===== src/rtl/box_axis_overlap_depth_core_macros.svh =====
`ifndef BOX_AXIS_OVERLAP_DEPTH_CORE_MACROS_SVH
`define BOX_AXIS_OVERLAP_DEPTH_CORE_MACROS_SVH

// Same-cycle implication, checked outside reset.
`define BAO_ASSERT_IMPL(lbl, clk, rst_n, ante, cons) \
    lbl: assert property (@(posedge clk) disable iff (!(rst_n)) (ante) |-> (cons)) \
        else $error("bao assertion failed");

// Next-cycle implication, checked outside reset.
`define BAO_ASSERT_NEXT(lbl, clk, rst_n, ante, cons) \
    lbl: assert property (@(posedge clk) disable iff (!(rst_n)) (ante) |=> (cons)) \
        else $error("bao assertion failed");

`endif


===== src/rtl/bao_pkg.sv =====
`timescale 1ns / 1ps
`default_nettype none

package bao_pkg;

    localparam int COMPONENT_WIDTH_DEF = 16;
    localparam int DEPTH_BITS          = 18;

endpackage

`default_nettype wire


===== src/rtl/bao_square.sv =====
`timescale 1ns / 1ps
`default_nettype none

module bao_square
    import bao_pkg::*;
#(
    parameter int W = COMPONENT_WIDTH_DEF
) (
    input  wire logic               i_clk,
    input  wire logic               i_rst_n,
    input  wire logic               i_en,
    input  wire logic               i_valid,
    input  wire logic [2*W+3:0]     i_mag,
    input  wire logic               i_neg,
    input  wire logic [2*W-1:0]     i_q,
    input  wire logic               i_degen,
    output logic                    o_valid,
    output logic [4*W+7:0]          o_sq,
    output logic                    o_neg,
    output logic [2*W-1:0]          o_q,
    output logic                    o_degen
);

    localparam int MW = 2 * W + 4;
    localparam int LW = MW / 2;
    localparam int HW = MW - LW;
    localparam int QW = 2 * MW;

    logic [HW-1:0]    c_hi;
    logic [LW-1:0]    c_lo;
    logic [2*HW-1:0]  r_hh;
    logic [HW+LW-1:0] r_hl;
    logic [2*LW-1:0]  r_ll;
    logic             r_v1;
    logic             r_neg1;
    logic [2*W-1:0]   r_q1;
    logic             r_dg1;

    assign c_hi = i_mag[MW-1:LW];
    assign c_lo = i_mag[LW-1:0];

    always_ff @(posedge i_clk) begin
        if (!i_rst_n) begin
            r_v1 <= 1'b0;
        end else if (i_en) begin
            r_v1 <= i_valid;
        end
        if (i_en) begin
            r_hh   <= (2*HW)'(c_hi) * (2*HW)'(c_hi);
            r_hl   <= (HW+LW)'(c_hi) * (HW+LW)'(c_lo);
            r_ll   <= (2*LW)'(c_lo) * (2*LW)'(c_lo);
            r_neg1 <= i_neg;
            r_q1   <= i_q;
            r_dg1  <= i_degen;
        end
    end

    logic [QW-1:0]  n_sq;
    logic [QW-1:0]  r_sq;
    logic           r_v2;
    logic           r_neg2;
    logic [2*W-1:0] r_q2;
    logic           r_dg2;

    assign n_sq = (QW'(r_hh) << (2 * LW)) + (QW'(r_hl) << (LW + 1)) + QW'(r_ll);

    always_ff @(posedge i_clk) begin
        if (!i_rst_n) begin
            r_v2 <= 1'b0;
        end else if (i_en) begin
            r_v2 <= r_v1;
        end
        if (i_en) begin
            r_sq   <= n_sq;
            r_neg2 <= r_neg1;
            r_q2   <= r_q1;
            r_dg2  <= r_dg1;
        end
    end

    assign o_valid = r_v2;
    assign o_sq    = r_sq;
    assign o_neg   = r_neg2;
    assign o_q     = r_q2;
    assign o_degen = r_dg2;

endmodule

`default_nettype wire


===== config.mk =====
export PLATFORM = sky130hd
export DESIGN_NAME = bao_square
export DESIGN_NICKNAME = d
export VERILOG_FILES = /design/src/rtl/box_axis_overlap_depth_core_macros.svh /design/src/rtl/bao_pkg.sv /design/src/rtl/bao_square.sv
export SDC_FILE = /design/constraint.sdc
export NUM_CORES = 2
export LEC_CHECK = 0
export CAP_MARGIN = 40
export CORE_UTILIZATION = 33
export DETAILED_ROUTE_END_ITERATION = 12
export DONT_BUFFER_PORTS = 1
export GPL_TIMING_DRIVEN = 1
export HOLD_SLACK_MARGIN = 0.1
export PLACE_DENSITY = 0.58
export SETUP_SLACK_MARGIN = 0.02
export SLEW_MARGIN = 15
export SYNTH_ARGS = -nofsm -noshare
export SYNTH_HDL_FRONTEND = slang
export SYNTH_SLANG_ARGS = --single-unit

===== constraint.sdc =====
create_clock -name i_clk -period 7.2 [get_ports i_clk]
set_clock_uncertainty 0.2 [all_clocks]
set_input_delay 0.36 -clock i_clk [delete_from_list [all_inputs] [get_ports i_clk]]
set_output_delay 0.36 -clock i_clk [all_outputs]
set_load 0.05 [all_outputs]

# [Word level (Yosys, flattened, before mapping)]
# Index checks and enable logic that the tools add are counted.
[op_classes] add_sub_neg=2 mul=3 div=0 order_cmp=0 n_eq_ne=0 shifts=0 mux=0 bitwise_logic=0 n_reduce_logical=0
[op_table] cell="$mul A18 B18 Y36" count=3
[op_table] cell="$add A72 B36 Y72" count=1
[op_table] cell="$add A72 B55 Y72" count=1
[word_totals] ff_bits=250 latch_bits=0 mem_bits_rw=0 romBits=0 output_inout_bits=107 word_cells=17 memories=0

# [Longest topological paths before layout]
[depth] word_depth=2 mapped_depth=26

# [Worst setup path before layout]
# No wires, ideal clock.
[synth_path] path_type="input port to flip-flop" start="input i_mag[12]" end="register r_ll[32], data pin" setup_time_ps=158 arrival_ps=6166 required_time_ps=6842 slack_ps=676 path_stages=22 path_buffers=3 cell_sequence="clkbuf_1 -> clkbuf_1 -> nand2_1 -> fa_1 -> inv_1 -> fa_1 -> fa_1 -> fa_1 -> fa_1 -> inv_1 -> fa_1 -> inv_1 -> ha_1 -> clkbuf_1 -> and3_1 -> and3_1 -> a211oi_1 -> o21ai_0 -> a221o_1 -> a41oi_1 -> mux2_2 -> a211oi_2"
[synth_between] elab_chain_cells=1
[synth_lines] item="start: declaration" line="bao_square.sv:13" source="input wire logic [2*W+3:0] i_mag,"
[synth_lines] item="$mul A18 B18 Y36" line="bao_square.sv:51" source="r_ll <= (2*LW)'(c_lo) * (2*LW)'(c_lo);"
[synth_lines] item="end signal: assignment" line="bao_square.sv:51"
[synth_lines] item="end: declaration" line="bao_square.sv:33" source="logic [2*LW-1:0] r_ll;"
# No other way between the ends.
# A chain may end at the register's enable or synchronous reset.

# [Final worst setup path]
[layout_path] start="input i_mag[22]" end="register r_hh[35], data pin"
[layout_between] elab_chain_cells=1
[layout_lines] item="$mul A18 B18 Y36" line="bao_square.sv:49" source="r_hh <= (2*HW)'(c_hi) * (2*HW)'(c_hi);"
[layout_lines] item="end signal: assignment" line="bao_square.sv:49"
[layout_lines] item="end: declaration" line="bao_square.sv:31" source="logic [2*HW-1:0] r_hh;"
# No other way between the ends.

==> summary.md <==
| Metric | Value |
|---|---|
| Post-route setup TNS | `0 ns` |
| Status | `finished, final reports clean` |
| Mapped cell area | `38300 um2` |
| DRT iter0 DRCs | `1305` |
| Via count | `25100` |
| Period minus WS final | `5.99 ns` |
| Syn. warnings | `0` |
| Mux contribution to synthesized area | `0.192%` |
| Routed Wire Length | `90100 um` |
| Number of antenna violations at the first check in global routing | `2` |
| Core Region | `approximately 110000 um2` |
| Syn_nets | `4988` |
| Commonest cells in the netlist | `957 x inv_1, 692 x fa_1, 424 x nand2_1` |
| Share of layout cells above drive strength 1 | `2.12%` |
| GP Congestion | `0.823` |
| Register area share after synthesis | `19.3%` |
| Leading cell type by number of instances after synthesis | `inv_1` |
| Max_slew headroom | `39.0%` |
| Die Wd | `343 um` |
| Largest area contributor in the netlist | `fa_1` |
| Htree depth | `1` |
| # DRC | `0` |
| Synth Area in Adders | `between 40 and 50%` |
| Layout area overhead | `7.69%` |
| Hold Buf Count CTS | `between 40 and 50` |
| Post-CTS Resized | `0` |
| First-pass GRT wire length | `roughly 150000 um` |
| FF+latch count, synth | `247` |
| Die Y | `343 um` |
| Post-Synth XOR/XNOR Area | `3.56%` |
| Fin crit share | `83.2%` |
| Post-synth top area share | `approximately 36%` |
| CTS buffer count | `30` |
| TritonCTS clock tree | `built` |
| GRT Util Overall | `15.9%` |
| Main combinational cell family by area after synthesis | `adder cells` |
| CP max FO | `34` |
| # setup viols final | `0` |
| WL per Instance | `16.9 um` |
| Fin. Hold Viols | `0` |
| Synth top area cells | `fa_1 36%, edfxtp_1 19%, ha_1 12%` |
| IO Count | `181` |
| Largest net degree at the start of global routing | `248` |
| CTS sink count | `about 250` |
| Post-synth EDFFs | `approximately 250` |
| Total grt overflow | `0` |
| Ys flop type | `edfxtp_1` |
| Row count | `124` |
| Vias in the first global route | `27200` |
| Ys async rst share | `0%` |
| Post-Syn Instances | `3854` |
| Max-Cap Viols | `0` |
| RSZ-0062 raised after global routing | `no` |
| DR pass1 iterations | `5` |
| Simple-gate area share of the yosys netlist | `between 10% and 20%` |
| Capturing element type of the critical path | `register` |
| Worst path required time | `7.39 ns` |
| Post-DRT Antenna Nets | `0` |
| Via/cell ratio | `around 4.7` |
| Avg Inst Size Synth | `9.95 um2` |
| Initial Util | `33.4%` |
| Worst Setup Start Kind | `primary input` |
| Port bufs | `0` |
| Nets | `4923` |
| Complex-gate fraction of the synthesized area | `under 10%` |
| Distinct cells, synth | `74` |
| CP arrival | `slightly above 6 ns` |
| Slew Limit Fails | `0` |
| DP HPWL | `a little under 70000 um` |
| Max Clk Rate | `around 170 MHz` |
| Postcts setup bufs | `0` |
| Clock Path Buffers | `3` |
| Clock slew at reported path FFs | `0.06 ns` |
| Worst-Margin Slew | `a little under 0.9 ns` |
| Hold Crit Class | `in -> reg` |
| Die ar. | `118000 um2` |
| Worst-Skew Late Latency | `0.63 ns` |
| Root Buffer | `clkbuf_16` |
| Critical setup path kind | `in -> reg` |
## logic make-up (layout without fill, tap and decap cells)
group / Yosys count / in the layout
buffers and inverters: 1107 / 1066
adder cells (fa/ha/maj): 1060 / 1060
AND/OR/NAND/NOR: 904 / 904
AO/OA/AOI/OAI: 372 / 372
flip-flops: 247 / 247
XOR/XNOR: 156 / 156
multiplexers: 7 / 7
other: 1 / 3
## layer usage
metal / global-route usage, % / wire length [um] / vias to the layer above
li1: - / - / 11700
met1: 22.1 / 41900 / 12700
met2: 26.4 / 41800 / 542
met3: 1.86 / 4620 / 102
met4: 3.50 / 1770 / 0
met5: 0 / 0 / -
## final cells by class
cell class / count / area, um2
tap: 1512 / 1890
timing repair buffer: 53 / 558
clock inverter: 18 / 285
antenna: 2 / 5.00
clock buffer: 38 / 791
inverter: 957 / 3590
fill: 11600 / 73500
multi-input combinational: 2500 / 26800
sequential: 247 / 7400
## worst paths after layout
path                            slack (ns)            endpoint          startpoint  cells past startpoint
worst max-delay path                  1.21  r_hh[35]$_DFFE_PP_           i_mag[22]                     21
worst min register to register        0.21   o_q[14]$_DFFE_PP_  r_q1[14]$_DFFE_PP_                      0
worst min-delay path                  0.15   r_hl[2]$_DFFE_PP_            i_mag[0]                      3
worst max register to register        3.57  o_sq[59]$_DFFE_PP_   r_hl[0]$_DFFE_PP_                     11
## sequential cells by signal (all words and copies together), names as in the netlist, 32 cells and up
name,count
r_hh,35
o_sq,71
r_ll,35
o_q,32
r_q1,32
r_hl,36
## metrics by stage
step / cells / hold slack, ns / util [%] / worst slack, ns / area [um2]
2_1_floorplan: 3854 / 0.200 / - / 0.676 / 38300
3_3_place_gp: 5219 / 0.200 / 34.6 / 0.658 / 39700
3_5_place_dp: 5219 / 0.205 / 34.6 / 0.611 / 39700
4_1_cts: 5323 / 0.100 / 35.9 / 1.30 / 41300
5_1_grt: 5325 / 0.124 / 36.0 / 0.940 / 41300
6_report: 5327 / 0.151 / 36.0 / 1.21 / 41300
## layout by cell type, fill, tap and decap left out, drive strengths merged, types with 5 or more instances in the layout
| cell type | n |
|---|---|
| inv | 960 |
| fa | 692 |
| nand2 | 425 |
| ha | 368 |
| and2 | 248 |
| edfxtp | 245 |
| a21oi | 109 |
| xnor2 | 102 |
| nor2 | 86 |
| a21o | 67 |
| o21ai | 59 |
| xor2 | 54 |
| dlygate4sd3 | 48 |
| clkbuf | 38 |
| nand3 | 26 |
| nor2b | 24 |
| nand4 | 24 |
| nand2b | 19 |
| and3 | 18 |
| o21bai | 18 |
| o21a | 17 |
| a211oi | 17 |
| o211ai | 16 |
| a31oi | 14 |
| a2111oi | 9 |
| clkinv | 8 |
| or2 | 7 |
| nor3 | 6 |
| bufinv | 6 |
| o31ai | 6 |
| nor3b | 5 |
| nor4 | 5 |
| a221o | 5 |
| buf | 5 |
## critical path, cell delays in order
cell       delay, ns
nand2_1         0.11
fa_1            0.53
inv_1           0.06
fa_1            0.53
inv_1           0.05
fa_1            0.48
fa_1            0.54
inv_1           0.05
fa_1            0.50
inv_1           0.05
fa_1            0.47
inv_1           0.04
ha_1            0.19
or3_1           0.37
o32ai_1         0.41
buf_4           0.23
o31a_1          0.25
o31a_1          0.24
o2111ai_1       0.17
a2111o_1        0.38
o211a_1         0.13
Power is not shown: default switching activity piles up to over one toggle a cycle in this logic, so the estimate is an artifact.
